[src/hw/rtl/mtga_pkg.sv]
`timescale 1ns / 1ps
// Shared constants, types and the restoring-division step of the mosaic gather address generator.
package mtga_pkg;

    localparam int MAX_CELLS        = 4096;
    localparam int TILE_NUMBER_BITS = 12;
    localparam int CELL_W           = (MAX_CELLS > 1) ? $clog2(MAX_CELLS) : 1;

    localparam int COORD_W     = 12;
    localparam int GRID_W      = 7;
    localparam int DTILE_W     = 9;
    localparam int CFG_DATA_W  = 9;
    localparam int CFG_INDEX_W = 2;
    localparam int REM_W       = 6;
    localparam int GQ_W        = 6;
    localparam int CELLSUM_W   = 13;
    localparam int SIDE_W      = 13;
    localparam int DD_W        = 17;
    localparam int PROD_W      = 14;
    localparam int FRAC_W      = 8;
    localparam int SRC_W       = 28;
    localparam int MOS_W       = 24;
    localparam int DIV_STAGES  = COORD_W;
    localparam int FRAC_STAGES = FRAC_W;

    localparam logic CMD_LOAD = 1'b0;
    localparam logic CMD_MAP  = 1'b1;

    typedef enum logic [CFG_INDEX_W-1:0] {
        CFG_GRID_SIDE    = 2'd0,
        CFG_SMALL_TILE   = 2'd1,
        CFG_DATASET_TILE = 2'd2
    } cfg_index_t;

    typedef logic [TILE_NUMBER_BITS-1:0] tile_num_t;
    typedef logic [CELL_W-1:0]           cell_addr_t;
    typedef logic [SRC_W-1:0]            src_t;

    typedef struct packed {
        logic [GRID_W-1:0]    grid;
        logic [GRID_W-1:0]    stile;
        logic [DTILE_W-1:0]   dtile;
        logic [CELLSUM_W-1:0] cells;
        logic [SIDE_W-1:0]    side;
        logic [DD_W-1:0]      dd;
    } cfg_t;

    typedef struct packed {
        logic             was_map;
        logic [SRC_W-1:0] src;
        logic [MOS_W-1:0] mos;
        logic             oor;
    } res_t;

    typedef struct packed {
        logic [REM_W-1:0] rem;
        logic             q;
    } step_t;

    function automatic step_t div_step(input logic [REM_W-1:0] rem, input logic din,
                                       input logic [GRID_W-1:0] divisor);
        logic [REM_W:0] shifted;
        logic [REM_W:0] diff;
        step_t          r;
        shifted = {rem, din};
        diff    = shifted - divisor;
        if (shifted >= divisor)
        begin
            r.rem = diff[REM_W-1:0];
            r.q   = 1'b1;
        end
        else
        begin
            r.rem = shifted[REM_W-1:0];
            r.q   = 1'b0;
        end
        return r;
    endfunction

endpackage

[src/hw/rtl/mtga_out_skid.sv]
`timescale 1ns / 1ps
// Output register with one skid entry that parts the pipeline from the result channel.
module mtga_out_skid (
    input  logic           clk,
    input  logic           rst_n,
    input  logic           up_valid,
    input  mtga_pkg::res_t up_data,
    input  logic           down_stall,
    output logic           out_valid,
    output mtga_pkg::res_t out_data,
    output logic           full
);

    logic           out_valid_reg;
    logic           out_valid_next;
    logic           skid_valid_reg;
    logic           skid_valid_next;
    mtga_pkg::res_t out_data_reg;
    mtga_pkg::res_t skid_data_reg;
    logic           out_free;
    logic           take;

    assign out_free = !out_valid_reg || !down_stall;
    assign take     = up_valid && !skid_valid_reg;

    always_comb
    begin
        out_valid_next  = out_valid_reg;
        skid_valid_next = skid_valid_reg;
        if (out_free)
        begin
            if (skid_valid_reg)
            begin
                out_valid_next  = 1'b1;
                skid_valid_next = 1'b0;
            end
            else
            begin
                out_valid_next = take;
            end
        end
        else if (take)
        begin
            skid_valid_next = 1'b1;
        end
    end

    always_ff @(posedge clk or negedge rst_n)
    begin
        if (!rst_n)
        begin
            out_valid_reg  <= 1'b0;
            skid_valid_reg <= 1'b0;
        end
        else
        begin
            out_valid_reg  <= out_valid_next;
            skid_valid_reg <= skid_valid_next;
        end
    end

    always_ff @(posedge clk)
    begin
        if (out_free)
            out_data_reg <= skid_valid_reg ? skid_data_reg : up_data;
        else if (take)
            skid_data_reg <= up_data;
    end

    assign out_valid = out_valid_reg;
    assign out_data  = out_data_reg;
    assign full      = skid_valid_reg;

endmodule
[config.mk]
export PLATFORM = sky130hd
export DESIGN_NAME = mtga_out_skid
export DESIGN_NICKNAME = d
export VERILOG_FILES = /design/src/hw/rtl/mtga_pkg.sv /design/src/hw/rtl/mtga_out_skid.sv
export SDC_FILE = /design/constraint.sdc
export NUM_CORES = 1
export LEC_CHECK = 0
export ABC_AREA = 1
export BUFFER_PORTS_ARGS = -buffer_cell sky130_fd_sc_hd__clkbuf_2
export CORE_MARGIN = 2
export CORE_UTILIZATION = 46
export CTS_BUF_LIST = sky130_fd_sc_hd__clkbuf_16
export DETAILED_ROUTE_END_ITERATION = 10
export HOLD_SLACK_MARGIN = 0.08
export PLACE_DENSITY = 0.75
export SKIP_CTS_REPAIR_TIMING = 1
export SLEW_MARGIN = 30
export SYNTH_ARGS = -nofsm -noshare
export SYNTH_HDL_FRONTEND = slang
export SYNTH_SLANG_ARGS = --single-unit
[constraint.sdc]
create_clock -name clk -period 4.15 [get_ports clk]
set_input_delay 0.2075 -clock clk [delete_from_list [all_inputs] [get_ports clk]]
set_output_delay 0.2075 -clock clk [all_outputs]
set_load 0.005 [all_outputs]
==> impl_metrics.toml, run 1 <==
[floorplanning]
die_w_um = 97.6
num_io_pins = 114
die_y_um = 97.6
start_util = 0.469
core_region_area_sq_um = 8590
row_count = 34
floorplan.die_area_sq_um = 9520

[route]
wl_per_cell_um = 13.4
wl_um = 7610
route.detailed.drc = 0
antenna_left = 0
viasPerCell = 4.63
firstDrtPassIters = 6
dr_total_vias = 2634
drt_iter0_drc = 150

[cts]
cts.sinks = 110
clkTransAtPathRegs_ns = 0.06
worstSkewPairLatency_ns = 0.33
clock-root-buffer = "clkbuf_16"
cts_buffers = 9
htree_levels = 3
clockBufferDepth = 2
tritoncts = "built"

[global_route]
antenna_found_initial = 0
grt_max_degree = 57
grt_pass1_wl_um = 11400
track_usage = 0.151
overflow = 0
grt_pass1_vias = 2438

[logic_synthesis]
seq_area_frac_synth = 0.817
synthesis.area_sq_um = 4030
syn_avg_cell_area_sq_um = 13.9
netlist_top_cells_count = "165 x nand2_1, 108 x edfxtp_1, 5 x buf_2, 5 x clkbuf_8, 3 x nor2_1"
synth.top_cell.area_share = 0.805
synth-edff-count = 108
synth_nets = 348
yosys-top-cells-area = "edfxtp_1 80%, nand2_1 15%, clkbuf_8 1.7%"
yosysMostFrequentCell = "nand2_1"
ys_ff_latch = 110
ys.flop_type = "edfxtp_1"
yosys_warnings = 0
async_flop_share = 0.0182
synth_cell_types = 8
yosysTopAreaCell = "edfxtp_1"
synthCells = 290

[timing]
slew_viol_final = 0
fin_crit_sh = 0.482
hold_viol_final = 0
slew_headroom = 0.448
clock_skew_ns = 0.00633
fmax_ghz = 0.500
setup_viol = 0
setup_tns_ns = 0
tightest_slew_ns = 0.826
period_minus_slack_ns = 2.00
rsz0062_at_grt = "no"

[layout]
layout-drive-gt1-share = 0.291
fin_nets = 514
design_area_sq_um = 5430
syn2layout_area_growth_pct = 34.8
antenna_cells = 0
fin_util = 0.632

[setup_path]
crit_path_end_kind = "flip-flop"
start_kind = "flip-flop"
slowest_delay_ns = 0.66
r2r_cells = 4
reg2reg_to = "skid_data_reg[4]$_DFFE_PP_"
worst-path-max-fanout = 28
startpoint = "full$_DFFE_PN0P_"
critPathKind = "flip-flop to flip-flop"
r2r_start = "full$_DFFE_PN0P_"
path_cells = "inv_2, nand2_1, nor2_4, buf_4"
r2r_slack_ns = 2.15
arrival_ns = 1.99
endpoint = "skid_data_reg[4]$_DFFE_PP_"
slowest_stage = "nor2_4"
cp_data_required_time_ns = 4.14

[run_status]
status = "finished, final reports clean"

[hold_path]
min_path_type = "input pin to flip-flop"

[flow_run]
maxCapViolCount = 0

[power_and_ir_drop]
power_density_nw_per_um2 = 432
ir_drop_mv = 0.209
p_leak_nw = 2.38

[placed_design]
placedInstanceArea_sq_um = 4670
hpwlAfterDp_um = 4510
port_buffers = 113
gp_congestion = 0.743
## worst min-delay path by stage
stage | from | endpoint | slack [ns] | depth (start not counted)
after floorplan | rst_n | full$_DFFE_PN0P_ | -0.09 | 0
after global placement | rst_n | out_valid$_DFFE_PN0P_ | 0.003 | 1
after detailed placement | rst_n | out_valid$_DFFE_PN0P_ | 0.008 | 1
after CTS | rst_n | out_valid$_DFFE_PN0P_ | -0.35 | 1
after global routing | up_data[35] | skid_data_reg[35]$_DFFE_PP_ | 0.08 | 1
final | up_data[20] | skid_data_reg[20]$_DFFE_PP_ | 0.08 | 1
## metal layers
metal / vias up / global-route usage / routed length, um
li1: 1311 / - / -
met5: - / 0 / 0
met1: 1231 / 0.193 / 3180
met2: 86 / 0.248 / 3960
met3: 6 / 0.0410 / 394
met4: 0 / 0.0577 / 78
## layout by cell type (no fill, tap or decap), drive strengths merged
master and instances:
buf 4, inv 3, clkinv 3, clkbuf 122, nor2 3, dfrtp 2, nand2 165, dlygate4sd3 49
clkinvlp 2, edfxtp 108
## final cells by class
type	instances	area [sq um]
repair buffers	166	1090
clock inverters	7	43.8
multi-input cells	168	641
flip-flops and latches	110	3290
fillers	681	3160
inverters	1	3.75
clock buffers	9	225
well taps	108	135
## critical path, delay by kind of cell (launching register included)
family,cells,cell delay [ns]
AND/OR/NAND/NOR,2,0.73
flip-flops,1,0.41
buffers and inverters,2,0.51
## report_power, final
part           switching [W]  leakage, nW  internal [W]
sequential         0.0000235         1.06       0.00132
combinational       0.000131         1.18      0.000110
clock               0.000354        0.132      0.000403
total               0.000509         2.38       0.00183
## kinds of logic (layout without fill, tap and decap cells)
logic type,Yosys count,count (layout),share of synthesized area
AND/OR/NAND/NOR,168,168,0.157
flip-flops,110,110,0.817
buffers and inverters,12,183,0.0261
## per-stage QoR
step                hold slack [ns]  std cells  setup slack (ns)  power [W]
floorplan                   -0.0881        290             0.261    0.00147
global placement            0.00279        504              2.18    0.00157
detailed placement          0.00780        504              2.13    0.00158
CTS                          -0.346        520              2.12    0.00233
global route                 0.0807        569              1.98    0.00245
finish                       0.0849        569              2.15    0.00234
Note: power is estimated with default switching activity, not from simulation.
==> inputs of run 2 (changes only) <==
- clock period: 4.15 -> 1.8 ns (I/O delays scaled with it)
==> run 2 against run 1 <==
Sequential power rose by 130%; flip-flop and latch count did not move; non-clock buffer count rose by 10; register-to-register slack got worse by 1.8 ns; combinational power rose by 140%; clock power rose to 2.7 times the previous value; power rose by 150%; worst setup slack got worse by 1.8 ns; count of clock-buffer cells in the layout did not move; first-iteration DRC count fell by 26%; via count rose by 2.3%; utilization rose by 2.1 points.
==> impl_metrics.toml, run 2 (synthesized netlist as in run 1, its figures left out) <==
[run_status]
status = "finished, final reports clean"

[setup_path]
critPathKind = "flip-flop to output port"
cp_data_required_time_ns = 1.71
crit_path_end_kind = "output port"
worst-path-max-fanout = 56
start_kind = "flip-flop"
r2r_slack_ns = 0.39
r2r_start = "out_valid$_DFFE_PN0P_"
reg2reg_to = "out_data[50]$_DFFE_PP_"
r2r_cells = 2
arrival_ns = 1.40

[hold_path]
holdPathStages = 2
min_path_type = "input pin to flip-flop"
hold_end = "out_data[30]$_DFFE_PP_"
min_from = "down_stall"

[floorplanning]
die_y_um = 97.6
die_w_um = 97.6
num_io_pins = 114
core_region_area_sq_um = 8590
start_util = 0.469
floorplan.die_area_sq_um = 9520
row_count = 34

[timing]
period_minus_slack_ns = 1.49
hold-worst-slack_ns = 0.327
slew_headroom = 0.621
setup_viol = 0
slew_viol_final = 0
fmax_ghz = 0.673
clock_skew_ns = 0.00596
rsz0062_at_grt = "no"
fin_crit_sh = 0.826
tightest_slew_ns = 0.568
hold_viol_final = 0

[global_route]
antenna_found_initial = 0
gr-usage-met3 = 0.0331
grt_use_met1 = 0.226
busiest_layer = "met2"
gr-usage-met2 = 0.233
grt_pass1_vias = 2341
overflow = 0
grt_pass1_wl_um = 11700
track_usage = 0.155
grt_max_degree = 57

[route]
antenna_left = 0
viasPerCell = 4.65
wl_um = 8120
drt_iter0_drc = 111
route.detailed.drc = 0
dr_total_vias = 2694
firstDrtPassIters = 4
wl_per_cell_um = 14.0

[cts]
cts.sinks = 110
clkTransAtPathRegs_ns = 0.07
clock-root-buffer = "clkbuf_16"
clockBufferDepth = 2
tritoncts = "built"
cts_buffers = 9
htree_levels = 3
worstSkewPairLatency_ns = 0.33

[layout]
fin_cells = 579
fin_util = 0.652
layout-drive-gt1-share = 0.295
antenna_cells = 0
syn2layout_area_growth_pct = 39.1
final_common_cell = "nand2_1"
fin_nets = 524
final_cell_mix = "164 x nand2_1, 113 x clkbuf_2, 108 x edfxtp_1"

[power_and_ir_drop]
ir_drop_mv = 0.616
power.internal_w = 0.00454
p_seq_frac = 0.537
share_comb_of_total_power = 0.102
power_density_nw_per_um2 = 1030
p_leak_nw = 2.45
clkPwrFrac = 0.361
power.switching_w = 0.00123
switching_share = 0.213

[placed_design]
gp_congestion = 0.728
hpwlAfterDp_um = 4790
dp_cells = 506
port_buffers = 113

[flow_run]
maxCapViolCount = 0
[run 2: critical path, stage by stage, from the launching register on]
cell,delay (ns)
dfrtp_2,0.36
buf_4,0.48
clkbuf_2,0.21
[run 2: per-layer routing]
layer / vias to the layer above / part of all wire / routed length [um]
met5: - / 0 / 0
met3: 8 / 0.046 / 373
li1: 1336 / - / -
met2: 96 / 0.50 / 4090
met1: 1254 / 0.44 / 3570
met4: 0 / 0.010 / 82
[run 2: worst max path at each step]
stage / to / from / cells past startpoint
2_1_floorplan: skid_data_reg[0]$_DFFE_PP_ / out_valid$_DFFE_PN0P_ / 2
3_3_place_gp: out_data[7]$_DFFE_PP_ / out_valid$_DFFE_PN0P_ / 2
3_5_place_dp: out_data[7]$_DFFE_PP_ / out_valid$_DFFE_PN0P_ / 2
4_1_cts: full / full$_DFFE_PN0P_ / 2
5_1_grt: full / full$_DFFE_PN0P_ / 2
6_report: full / full$_DFFE_PN0P_ / 2
[run 2: metrics by stage]
step	TNS, ns	power, W	setup slack [ns]	cell area (sq um)
2_1_floorplan	-5.81	0.00338	-0.108	4050
3_3_place_gp	0	0.00363	0.420	4710
3_5_place_dp	0	0.00365	0.398	4710
4_1_cts	0	0.00573	0.294	5030
5_1_grt	0	0.00599	0.233	5610
6_report	0	0.00578	0.314	5610
[run 2: cell type report]
class	count	area, sq um
timing repair buffer	176	1190
clock inverter	7	97.6
fill	634	2990
multi-input combinational	168	654
clock buffer	9	225
tap	108	135
inverter	1	3.75
sequential	110	3300
[run 2: power by group through the flow]
| stage | sequential (W) | combinational [W] | clock, W |
|---|---|---|---|
| 3_3_place_gp | 0.00315 | 0.000479 | 0 |
| 5_1_grt | 0.00312 | 0.000658 | 0.00221 |
| 6_report | 0.00310 | 0.000590 | 0.00208 |
| 2_1_floorplan | 0.00317 | 0.000216 | 0 |
| 4_1_cts | 0.00310 | 0.000498 | 0.00213 |
| 3_5_place_dp | 0.00316 | 0.000496 | 0 |
