[src/hw/rtl/mtga_pkg.sv]
`timescale 1ns / 1ps
// Shared constants, types and the restoring-division step of the mosaic gather address generator.
package mtga_pkg;

    localparam int MAX_CELLS        = 4096;
    localparam int TILE_NUMBER_BITS = 12;
    localparam int CELL_W           = (MAX_CELLS > 1) ? $clog2(MAX_CELLS) : 1;

    localparam int COORD_W     = 12;
    localparam int GRID_W      = 7;
    localparam int DTILE_W     = 9;
    localparam int CFG_DATA_W  = 9;
    localparam int CFG_INDEX_W = 2;
    localparam int REM_W       = 6;
    localparam int GQ_W        = 6;
    localparam int CELLSUM_W   = 13;
    localparam int SIDE_W      = 13;
    localparam int DD_W        = 17;
    localparam int PROD_W      = 14;
    localparam int FRAC_W      = 8;
    localparam int SRC_W       = 28;
    localparam int MOS_W       = 24;
    localparam int DIV_STAGES  = COORD_W;
    localparam int FRAC_STAGES = FRAC_W;

    localparam logic CMD_LOAD = 1'b0;
    localparam logic CMD_MAP  = 1'b1;

    typedef enum logic [CFG_INDEX_W-1:0] {
        CFG_GRID_SIDE    = 2'd0,
        CFG_SMALL_TILE   = 2'd1,
        CFG_DATASET_TILE = 2'd2
    } cfg_index_t;

    typedef logic [TILE_NUMBER_BITS-1:0] tile_num_t;
    typedef logic [CELL_W-1:0]           cell_addr_t;
    typedef logic [SRC_W-1:0]            src_t;

    typedef struct packed {
        logic [GRID_W-1:0]    grid;
        logic [GRID_W-1:0]    stile;
        logic [DTILE_W-1:0]   dtile;
        logic [CELLSUM_W-1:0] cells;
        logic [SIDE_W-1:0]    side;
        logic [DD_W-1:0]      dd;
    } cfg_t;

    typedef struct packed {
        logic             was_map;
        logic [SRC_W-1:0] src;
        logic [MOS_W-1:0] mos;
        logic             oor;
    } res_t;

    typedef struct packed {
        logic [REM_W-1:0] rem;
        logic             q;
    } step_t;

    function automatic step_t div_step(input logic [REM_W-1:0] rem, input logic din,
                                       input logic [GRID_W-1:0] divisor);
        logic [REM_W:0] shifted;
        logic [REM_W:0] diff;
        step_t          r;
        shifted = {rem, din};
        diff    = shifted - divisor;
        if (shifted >= divisor)
        begin
            r.rem = diff[REM_W-1:0];
            r.q   = 1'b1;
        end
        else
        begin
            r.rem = shifted[REM_W-1:0];
            r.q   = 1'b0;
        end
        return r;
    endfunction

endpackage

[src/hw/rtl/mtga_cfg.sv]
`timescale 1ns / 1ps
// Configuration registers with clamped and derived grid geometry.
module mtga_cfg (
    input  logic                               clk,
    input  logic                               rst_n,
    input  logic                               cfg_valid,
    output logic                               cfg_ready,
    input  logic [mtga_pkg::CFG_INDEX_W-1:0]   cfg_index,
    input  logic [mtga_pkg::CFG_DATA_W-1:0]    cfg_data,
    output mtga_pkg::cfg_t                     cfg
);

    logic [6:0]  grid_side_reg;
    logic [6:0]  small_tile_reg;
    logic [8:0]  dataset_tile_reg;
    logic [6:0]  g_clamp;
    logic [6:0]  s_clamp;
    logic [8:0]  d_clamp;
    mtga_pkg::cfg_t cfg_reg;
    mtga_pkg::cfg_t cfg_next;
    logic        wr;

    assign cfg_ready = 1'b1;
    assign wr        = cfg_valid && cfg_ready;

    always_ff @(posedge clk or negedge rst_n)
    begin
        if (!rst_n)
        begin
            grid_side_reg    <= 7'd8;
            small_tile_reg   <= 7'd16;
            dataset_tile_reg <= 9'd16;
        end
        else if (wr)
        begin
            unique case (cfg_index)
                mtga_pkg::CFG_GRID_SIDE:    grid_side_reg    <= cfg_data[6:0];
                mtga_pkg::CFG_SMALL_TILE:   small_tile_reg   <= cfg_data[6:0];
                mtga_pkg::CFG_DATASET_TILE: dataset_tile_reg <= cfg_data;
                default:
                begin
                end
            endcase
        end
    end

    always_comb
    begin
        if (grid_side_reg == 7'd0)
            g_clamp = 7'd1;
        else if (grid_side_reg > 7'd64)
            g_clamp = 7'd64;
        else
            g_clamp = grid_side_reg;

        if (small_tile_reg == 7'd0)
            s_clamp = 7'd1;
        else if (small_tile_reg > 7'd64)
            s_clamp = 7'd64;
        else
            s_clamp = small_tile_reg;

        if (dataset_tile_reg == 9'd0)
            d_clamp = 9'd1;
        else if (dataset_tile_reg > 9'd256)
            d_clamp = 9'd256;
        else
            d_clamp = dataset_tile_reg;

        cfg_next.grid  = g_clamp;
        cfg_next.stile = s_clamp;
        cfg_next.dtile = d_clamp;
        cfg_next.cells = {6'd0, g_clamp} * {6'd0, g_clamp};
        cfg_next.side  = {6'd0, g_clamp} * {6'd0, s_clamp};
        cfg_next.dd    = {8'd0, d_clamp} * {8'd0, d_clamp};
    end

    always_ff @(posedge clk or negedge rst_n)
    begin
        if (!rst_n)
        begin
            cfg_reg.grid  <= 7'd8;
            cfg_reg.stile <= 7'd16;
            cfg_reg.dtile <= 9'd16;
            cfg_reg.cells <= 13'd64;
            cfg_reg.side  <= 13'd128;
            cfg_reg.dd    <= 17'd256;
        end
        else
        begin
            cfg_reg <= cfg_next;
        end
    end

    assign cfg = cfg_reg;

endmodule

[config.mk]
export PLATFORM = sky130hd
export DESIGN_NAME = mtga_cfg
export DESIGN_NICKNAME = d
export VERILOG_FILES = /design/src/hw/rtl/mtga_pkg.sv /design/src/hw/rtl/mtga_cfg.sv
export SDC_FILE = /design/constraint.sdc
export NUM_CORES = 1
export LEC_CHECK = 0
export BUFFER_PORTS_ARGS = -buffer_cell sky130_fd_sc_hd__clkbuf_2
export CELL_PAD_IN_SITES_DETAIL_PLACEMENT = 1
export CELL_PAD_IN_SITES_GLOBAL_PLACEMENT = 1
export CORE_UTILIZATION = 40
export CTS_CLUSTER_DIAMETER = 100
export DETAILED_ROUTE_END_ITERATION = 16
export PLACE_DENSITY_LB_ADDON = 0.12
export SLEW_MARGIN = 20
export SYNTH_ARGS = -nofsm -noshare
export SYNTH_HDL_FRONTEND = slang
export SYNTH_SLANG_ARGS = --single-unit
[constraint.sdc]
create_clock -name clk -period 5.76 [get_ports clk]
set_input_delay 0.576 -clock clk [delete_from_list [all_inputs] [get_ports clk]]
set_output_delay 0.576 -clock clk [all_outputs]
set_load 0.005 [all_outputs]
==> flow_metrics.env, run 1 <==
export IMPL_viasPerCell=4.94
export IMPL_grt_pass1_vias=5555
export IMPL_holdCritPathClass="primary input to async pin"
export IMPL_synth_main_ff_cell="dfrtp_1"
export IMPL_rsz0062_at_grt="no"
export IMPL_netlist_area_um2=7160
export IMPL_setup_viol=0
export IMPL_drive_above_1_share=0.175
export IMPL_die_area_um2=18400
export IMPL_insertedDiodeCount=0
export IMPL_drt_pass1_iterations=4
export IMPL_nFillCells=2027
export IMPL_rows=48
export IMPL_vdd_drop_max_mv=0.214
export IMPL_ctsHoldBuffers=0
export IMPL_switchingPower_uw=1760
export IMPL_hpwlAfterDp_um=13200
export IMPL_track_usage=0.200
export IMPL_synth_xor_area_frac=0.0453
export IMPL_crit_chain="or4_1 > nor2_1 > o21bai_1 > buf_4 > inv_1 > nand2_1 > fa_1 > fa_1 > inv_1 > fa_1 > inv_1 > fa_1 > inv_1 > ha_1 > o21ai_0 > a21oi_1 > and3_1 > a221oi_2 > xnor2_1"
export IMPL_htreeDepth=3
export IMPL_routed_wl_um=16500
export IMPL_power_switching_fraction=0.446
export IMPL_antenna_found_initial=0
export IMPL_period_share=0.906
export IMPL_critPathKind="register to register"
export IMPL_vias=5033
export IMPL_setup_tns_ns=0
export IMPL_crit_required_ns=6.03
export IMPL_run_status="completed"
export IMPL_synth_edf_count=0
export IMPL_wl_per_cell_um=16.2
export IMPL_synthSimpleGateAreaFrac=0.134
export IMPL_cp_top_family="adder cells"
export IMPL_ys_ff_latch=85
export IMPL_tritoncts="built"
export IMPL_arrival_ns=5.49
export IMPL_drv_slew=0
export IMPL_clock_skew_ns=0.00437
export IMPL_yosys_cell_types_count=51
export IMPL_r2r_cells=19
export IMPL_io_buffers=77
export IMPL_maxSlewHeadroom=0.390
export IMPL_post_cts_repair_setup_buffers=0
export IMPL_p_int_uw=2190
export IMPL_antenna_left=0
export IMPL_io_pins=81
export IMPL_final_cells=1019
export IMPL_syn_inst=695
export IMPL_grt_overflow=0
export IMPL_yosysSeqAreaShare=0.299
export IMPL_ctsResizeCount=0
export IMPL_max_freq_ghz=0.192
export IMPL_cts_made_buffers=9
export IMPL_clk_path_buf_depth=2
export IMPL_clock_sinks=85
export IMPL_power_density_nw_per_um2=486
export IMPL_most_common_layout_cells="inv_1 (120), ha_1 (81), dfrtp_1 (76), clkbuf_2 (76), fa_1 (72)"
export IMPL_grt_max_degree=73
export IMPL_crit_path_start_kind="register"
export IMPL_async_flop_share=1.00
export IMPL_start_util=0.412
export IMPL_grt_pass1_wl_um=28200
export IMPL_min_period_ns=5.22
export IMPL_slowest_delay_ns=0.55
export IMPL_p_seq_frac=0.231
export IMPL_final_common_cell="inv_1"
export IMPL_core_area_um2=17400
export IMPL_synth_compound_area_frac=0.0643
export IMPL_synth_area_per_cell_um2=10.3
export IMPL_largest_reg_flops=62
export IMPL_maxCapViolCount=0
export IMPL_area_growth_pct=13.5
export IMPL_hold_violations=0
export IMPL_gp_congestion=0.793
export IMPL_yosys_warnings=0
export IMPL_synthMuxAreaShare=0.0378
export IMPL_synth_top_family_by_area="adder cells"
export IMPL_clock_power_share=0.142
export IMPL_cp_depth=19
export IMPL_fin_nets=956
export IMPL_placed_cells=1003
export IMPL_die_w_um=136
export IMPL_dieHeight_um=136
export IMPL_cts_root_buf="clkbuf_16"
export IMPL_crit_fanout=9
export IMPL_drtIter0Drc=157
export IMPL_critPathSlowestCell="fa_1"
export IMPL_p_leak_uw=0.00433
export IMPL_synthAdderAreaFrac=0.343
export IMPL_cp_num_buf_inv=5
export IMPL_p_comb_frac=0.628
export IMPL_worstMarginPinSlew_ns=0.915
export IMPL_endpoint_kind="register"
export IMPL_clkLatencyLatePin_ns=0.35
export IMPL_drc=0
export IMPL_clk_pin_slew_ns=0.07
[worst reg2reg max path, delay by kind of cell, from the launching register on]
| kind | cells | cell delay [ns] |
|---|---|---|
| adder cells (fa/ha/maj) | 5 | 2.51 |
| AO/OA/AOI/OAI | 4 | 0.69 |
| flip-flops | 1 | 0.44 |
| AND/OR/NAND/NOR | 4 | 0.93 |
| buffers and inverters | 5 | 0.44 |
| XOR/XNOR | 1 | 0.14 |
[metal layers]
layer / share of wire / global-route usage / up-vias
met1: 0.48 / 0.272 / 2576
met3: 0.027 / 0.0254 / 13
met2: 0.49 / 0.333 / 65
met5: 0 / 0 / -
met4: 0.010 / 0.0518 / 0
li1: - / - / 2379
[cells by family after synthesis]
family,count (synthesis)
and+or+nand+nor,185
adders and majority gates,153
buffers and inverters,140
DFF,85
AOI/OAI and AO/OA,69
xor gates and xnor gates,37
muxes,24
other,2
[metrics by stage]
| step | util | hold slack [ns] | power [uW] | worst slack, ns | instance area (um^2) |
|---|---|---|---|---|---|
| finish | 0.468 | 0.0803 | 3940 | 0.540 | 8120 |
| global route | 0.468 | 0.0766 | 4380 | 0.337 | 8120 |
| CTS | 0.468 | 0.0762 | 4010 | 0.556 | 8120 |
| detailed placement | 0.452 | 0.452 | 3400 | 0.621 | 7850 |
| global placement | 0.452 | 0.442 | 3280 | 0.794 | 7850 |
| floorplan | - | 0.280 | 2730 | 1.02 | 7220 |
[path summary, 6_finish.rpt]
check | start | endpoint | slack [ns]
min | rst_n | cfg[9] | 0.08
max reg2reg | grid_side_reg[2] | cfg[28] | 0.54
max in group asynchronous | rst_n | cfg[28] | 4.52
min reg2reg | dataset_tile_reg[5] | dataset_tile_reg[5] | 0.54
max | grid_side_reg[2] | cfg[28] | 0.54
min in group clk | cfg_data[7] | dataset_tile_reg[7] | 0.46
[power groups by stage]
stage	combinational [uW]	clock, uW	sequential, uW
after floorplan	1820	0	908
after global placement	2360	0	914
after detailed placement	2480	0	923
after CTS	2510	579	914
after global routing	2840	606	931
final	2470	559	910
[cell usage after synthesis, types with 2 or more instances]
library cell	instances	area (um^2)
a211oi_1	3	22.5
a21o_1	6	45.0
a21oi_1	21	105
a221oi_2	2	30.0
a31oi_1	3	18.8
and2_1	33	206
and3_1	6	37.5
buf_4	5	37.5
clkbuf_1	11	41.3
clkinv_1	2	7.51
conb_1	2	7.51
dfrtp_1	76	1900
dfstp_2	9	236
fa_1	72	1440
ha_1	81	1010
inv_1	120	450
mux2_2	24	270
nand2_1	38	143
nand2b_1	11	68.8
nand3_1	2	10.0
nand3b_1	2	15.0
nand4_1	7	43.8
nor2_1	52	195
nor2b_1	14	87.6
nor3_1	6	30.0
nor4_1	2	12.5
o21a_1	7	52.6
o21ai_0	10	50.1
o21bai_1	5	37.5
o22ai_1	2	12.5
o31a_1	2	17.5
or4_1	4	30.0
or4b_1	2	20.0
xnor2_1	29	254
xor2_1	8	70.1
[final cells by class]
class | instances | area [um^2] | share of cell area
multi-input cells | 488 | 4540 | 0.559
flip-flops and latches | 85 | 2140 | 0.263
inverters | 123 | 462 | 0.0568
repair buffers | 82 | 425 | 0.0524
well taps | 225 | 282 | 0.0347
clock buffers | 9 | 225 | 0.0277
clock inverters | 7 | 50.0 | 0.00616
No activity file was read; power rests on OpenSTA's default activity.
==> inputs of run 2 (changes only) <==
--- a/config.mk
+++ b/config.mk
@@ -11,7 +11,7 @@
 export CORE_UTILIZATION = 40
 export CTS_CLUSTER_DIAMETER = 100
 export DETAILED_ROUTE_END_ITERATION = 16
-export PLACE_DENSITY_LB_ADDON = 0.12
+export PLACE_DENSITY_LB_ADDON = 0.3
 export SLEW_MARGIN = 20
 export SYNTH_ARGS = -nofsm -noshare
 export SYNTH_HDL_FRONTEND = slang
==> flow_metrics.env, run 2 (synthesis results as in run 1) <==
export IMPL_rrSetupSlack_ns=0.50
export IMPL_r2r_cells=18
export IMPL_min_period_ns=5.26
export IMPL_final_common_cell="inv_1"
export IMPL_vdd_drop_max_mv=0.204
export IMPL_track_usage=0.196
export IMPL_power_total_uw=4060
export IMPL_rows=48
export IMPL_die_w_um=136
export IMPL_io_buffers=77
export IMPL_p_comb_frac=0.613
export IMPL_drtIter0Drc=162
export IMPL_core_area_um2=17400
export IMPL_clkLatencyLatePin_ns=0.35
export IMPL_maxSlewHeadroom=0.405
export IMPL_htreeDepth=3
export IMPL_drive_above_1_share=0.173
export IMPL_routed_wl_um=16500
export IMPL_grt_overflow=0
export IMPL_clk_pin_slew_ns=0.06
export IMPL_cts_root_buf="clkbuf_16"
export IMPL_io_pins=81
export IMPL_clock_sinks=85
export IMPL_setup_viol=0
export IMPL_hold_violations=0
export IMPL_antenna_found_initial=0
export IMPL_critPathKind="register to register"
export IMPL_post_cts_repair_setup_buffers=0
export IMPL_p_leak_uw=0.00435
export IMPL_drv_slew=0
export IMPL_setup_tns_ns=0
export IMPL_antenna_left=0
export IMPL_period_share=0.914
export IMPL_crit_fanout=9
export IMPL_cts_made_buffers=9
export IMPL_holdCritPathClass="primary input to async pin"
export IMPL_worstReg2RegStart="grid_side_reg[2]"
export IMPL_insertedDiodeCount=0
export IMPL_dieHeight_um=136
export IMPL_viasPerCell=4.95
export IMPL_power_switching_fraction=0.434
export IMPL_p_seq_frac=0.225
export IMPL_worstMarginPinSlew_ns=0.892
export IMPL_die_area_um2=18400
export IMPL_grt_pass1_wl_um=27800
export IMPL_ctsResizeCount=0
export IMPL_area_growth_pct=14.1
export IMPL_maxCapViolCount=0
export IMPL_endpoint_kind="register"
export IMPL_crit_end="cfg[28]"
export IMPL_ctsHoldBuffers=0
export IMPL_startpoint="grid_side_reg[2]"
export IMPL_clk_path_buf_depth=2
export IMPL_gp_congestion=0.794
export IMPL_clock_power_share=0.162
export IMPL_r2r_end="cfg[28]"
export IMPL_p_int_uw=2300
export IMPL_switchingPower_uw=1760
export IMPL_max_freq_ghz=0.190
export IMPL_fin_nets=954
export IMPL_power_density_nw_per_um2=498
export IMPL_crit_path_start_kind="register"
export IMPL_crit_required_ns=6.03
export IMPL_grt_max_degree=70
export IMPL_hpwlAfterDp_um=13400
export IMPL_nFillCells=1943
export IMPL_wl_per_cell_um=16.2
export IMPL_tritoncts="built"
export IMPL_start_util=0.412
export IMPL_run_status="completed"
export IMPL_vias=5033
export IMPL_clock_skew_ns=0.00819
export IMPL_arrival_ns=5.53
export IMPL_drc=0
export IMPL_drt_pass1_iterations=4
export IMPL_rsz0062_at_grt="no"
export IMPL_most_common_layout_cells="inv_1 (120), ha_1 (81), dfrtp_1 (76), clkbuf_2 (76), fa_1 (72)"
export IMPL_largest_reg_flops=62
export IMPL_grt_pass1_vias=5584
## run 2: changes by cell type in the layout (fill, tap and decap cells not counted), sizes merged
cell / delta
clkinvlp: +1
clkinv: -5
clkbuf: +2
bufinv: +2
buf: -2
## run 2: worst min-delay path by stage
stage / depth (start not counted) / slack [ns] / from / endpoint
floorplan: 0 / 0.28 / rst_n / cfg[0]
global placement: 1 / 0.46 / rst_n / cfg[7]
detailed placement: 1 / 0.46 / rst_n / cfg[7]
CTS: 1 / 0.09 / rst_n / cfg[7]
global route: 1 / 0.09 / rst_n / cfg[7]
finish: 1 / 0.09 / rst_n / cfg[7]
## run 2: cell type report
type                    instances  area (um^2)  area share
multi-input cells             488         4540       0.556
repair buffers                 80          410      0.0503
well taps                     225          282      0.0345
inverters                     123          462      0.0565
flip-flops and latches         85         2140       0.262
clock inverters                 5         81.3     0.00996
clock buffers                  11          253      0.0309
## run 2: critical path: stages (launching register included)
cell and delay, ns:
dfrtp_1 0.43, or4_1 0.52, nor2_1 0.11, o21bai_1 0.24
inv_1 0.18, nand2_1 0.09, fa_1 0.54, fa_1 0.56
inv_1 0.08, fa_1 0.55, inv_1 0.06, fa_1 0.54
inv_1 0.05, ha_1 0.33, o21ai_0 0.19, a21oi_1 0.11
and3_1 0.20, a221oi_2 0.25, xnor2_1 0.15
## run 2: power groups by stage
stage               Sequential (uW)  Clock (uW)  Combinational [uW]
floorplan                       908           0                1820
global placement                920           0                2360
detailed placement              927           0                2490
CTS                             919         674                2530
global route                    936         693                2850
finish                          915         658                2490
## run 2: routing by layer
metal  wire length (um)  track usage  share of wire  vias up
li1                   -            -              -     2378
met1               7480        0.252           0.45     2568
met2               8330        0.343           0.50       73
met3                474       0.0277          0.029       14
met4                208       0.0543          0.013        0
met5                  0            0              0        -
## run 2: per-stage QoR
stage | util | worst slack (ns) | hold slack, ns | instance area (um^2) | cells
after floorplan | - | 1.02 | 0.280 | 7220 | 713
after global placement | 0.451 | 0.767 | 0.460 | 7830 | 1001
after detailed placement | 0.451 | 0.555 | 0.463 | 7830 | 1001
after CTS | 0.471 | 0.474 | 0.0868 | 8170 | 1017
after global routing | 0.471 | 0.188 | 0.0911 | 8170 | 1017
final | 0.471 | 0.497 | 0.0861 | 8170 | 1017
==> inputs of run 3 (changes only) <==
--- a/config.mk
+++ b/config.mk
@@ -5,13 +5,15 @@
 export SDC_FILE = /design/constraint.sdc
 export NUM_CORES = 1
 export LEC_CHECK = 0
-export BUFFER_PORTS_ARGS = -buffer_cell sky130_fd_sc_hd__clkbuf_2
 export CELL_PAD_IN_SITES_DETAIL_PLACEMENT = 1
 export CELL_PAD_IN_SITES_GLOBAL_PLACEMENT = 1
 export CORE_UTILIZATION = 40
 export CTS_CLUSTER_DIAMETER = 100
 export DETAILED_ROUTE_END_ITERATION = 16
+export DONT_BUFFER_PORTS = 1
 export PLACE_DENSITY_LB_ADDON = 0.3
+export SETUP_SLACK_MARGIN = 0.5
+export SKIP_LAST_GASP = 1
 export SLEW_MARGIN = 20
 export SYNTH_ARGS = -nofsm -noshare
 export SYNTH_HDL_FRONTEND = slang
==> flow_metrics.env, run 3 (synthesis results as in run 1) <==
export IMPL_critPathKind="register to register"
export IMPL_hold_violations=0
export IMPL_power_density_nw_per_um2=496
export IMPL_drive_above_1_share=0.0894
export IMPL_grt_max_degree=77
export IMPL_arrival_ns=5.29
export IMPL_insertedDiodeCount=0
export IMPL_antenna_found_initial=0
export IMPL_io_buffers=0
export IMPL_most_common_layout_cells="inv_1 (120), ha_1 (81), dfrtp_1 (75)"
export IMPL_die_w_um=136
export IMPL_core_area_um2=17400
export IMPL_viasPerCell=5.09
export IMPL_max_freq_ghz=0.199
export IMPL_setup_ws_ns=0.741
export IMPL_start_util=0.412
export IMPL_grt_pass1_wl_um=27500
export IMPL_htreeDepth=3
export IMPL_rows=48
export IMPL_crit_required_ns=6.03
export IMPL_drv_slew=0
export IMPL_post_cts_repair_setup_buffers=0
export IMPL_clk_path_buf_depth=2
export IMPL_drtIter0Drc=196
export IMPL_final_common_cell="inv_1"
export IMPL_p_leak_uw=0.00401
export IMPL_drc=0
export IMPL_clkLatencyLatePin_ns=0.36
export IMPL_multiInputGateArea_um2=4550
export IMPL_wl_per_cell_um=17.4
export IMPL_crit_fanout=9
export IMPL_whs_ns=0.0566
export IMPL_dieHeight_um=136
export IMPL_run_status="completed"
export IMPL_clk_pin_slew_ns=0.07
export IMPL_die_area_um2=18400
export IMPL_routed_wl_um=16400
export IMPL_min_period_ns=5.02
export IMPL_maxSlewHeadroom=0.551
export IMPL_holdCritPathClass="primary input to async pin"
export IMPL_cts_made_buffers=9
export IMPL_tritoncts="built"
export IMPL_design_area_um2=7790
export IMPL_dpl_cell_area_um2=7440
export IMPL_gp_congestion=0.790
export IMPL_seq_area_um2=2140
export IMPL_antenna_left=0
export IMPL_maxCapViolCount=0
export IMPL_setup_viol=0
export IMPL_largest_reg_flops=62
export IMPL_fin_nets=878
export IMPL_nFillCells=1944
export IMPL_clock_sinks=85
export IMPL_cts_root_buf="clkbuf_16"
export IMPL_area_growth_pct=8.81
export IMPL_vias=4790
export IMPL_rsz0062_at_grt="yes"
export IMPL_crit_path_start_kind="register"
export IMPL_hpwlAfterDp_um=12800
export IMPL_pre_cts_ws_ns=0.717
export IMPL_vdd_drop_max_mv=0.270
export IMPL_setup_tns_ns=0
export IMPL_worstMarginPinSlew_ns=0.671
export IMPL_clock_skew_ns=0.00782
export IMPL_drt_pass1_iterations=4
export IMPL_endpoint_kind="register"
export IMPL_track_usage=0.197
export IMPL_io_pins=81
export IMPL_grt_overflow=0
export IMPL_fin_util=0.449
export IMPL_grt_pass1_vias=5316
export IMPL_period_share=0.871
## run 3: worst paths after layout
path                                    from                  end  slack, ns  cells past startpoint
max reg2reg                 grid_side_reg[2]              cfg[28]       0.74                     17
min reg2reg                small_tile_reg[2]    small_tile_reg[2]       0.56                      1
min                                    rst_n  dataset_tile_reg[4]       0.06                      0
min in group clk                 cfg_data[7]  dataset_tile_reg[7]       0.36                      1
max in group asynchronous              rst_n     grid_side_reg[2]       5.30                      1
max                         grid_side_reg[2]              cfg[28]       0.74                     17
## run 3: report_power, final
group          total [uW]  leakage [uW]  switching (uW)  internal [uW]
registers             951       0.00103             133            818
clock network         622      0.000141             271            351
logic                2290       0.00284            1310            976
total                3860       0.00401            1720           2150
## run 3: what timing repair did
item / CTS / global route
gates resized for setup: 0 / 4
setup endpoints to repair: 0 / 5
hold buffers: 1 / 0
hold endpoints to repair: 76 / 0
## run 3: critical path, cell delays in order (launching register included)
cell,delay (ns)
dfrtp_2,0.44
or4_1,0.50
nor2_1,0.10
o21bai_1,0.07
buf_4,0.17
inv_1,0.08
nand2_1,0.07
fa_1,0.49
fa_1,0.55
inv_1,0.06
fa_1,0.54
inv_1,0.06
fa_1,0.53
inv_1,0.04
ha_1,0.24
or4_1,0.53
a221oi_2,0.29
xnor2_1,0.16
## run 3: layout make-up
type,instances,share of cell area
Timing Repair Buffer,4,0.00643
Tap cell,225,0.0362
Sequential cell,85,0.275
Multi-Input combinational cell,488,0.584
Inverter,123,0.0593
Clock buffer,10,0.0307
Clock inverter,6,0.00900
## run 3: stage by stage
| step | power [uW] | std cells |
|---|---|---|
| 5_1_grt | 4270 | 941 |
| 6_report | 3860 | 941 |
| 3_5_place_dp | 3240 | 924 |
| 2_1_floorplan | 2730 | 713 |
| 4_1_cts | 3920 | 941 |
| 3_3_place_gp | 3120 | 924 |
## run 3: metal layers
| layer | global-route usage | vias up | part of all wire |
|---|---|---|---|
| li1 | - | 2228 | - |
| met1 | 0.252 | 2462 | 0.44 |
| met2 | 0.337 | 83 | 0.50 |
| met3 | 0.0337 | 17 | 0.042 |
| met4 | 0.0612 | 0 | 0.014 |
| met5 | 0 | - | 0 |
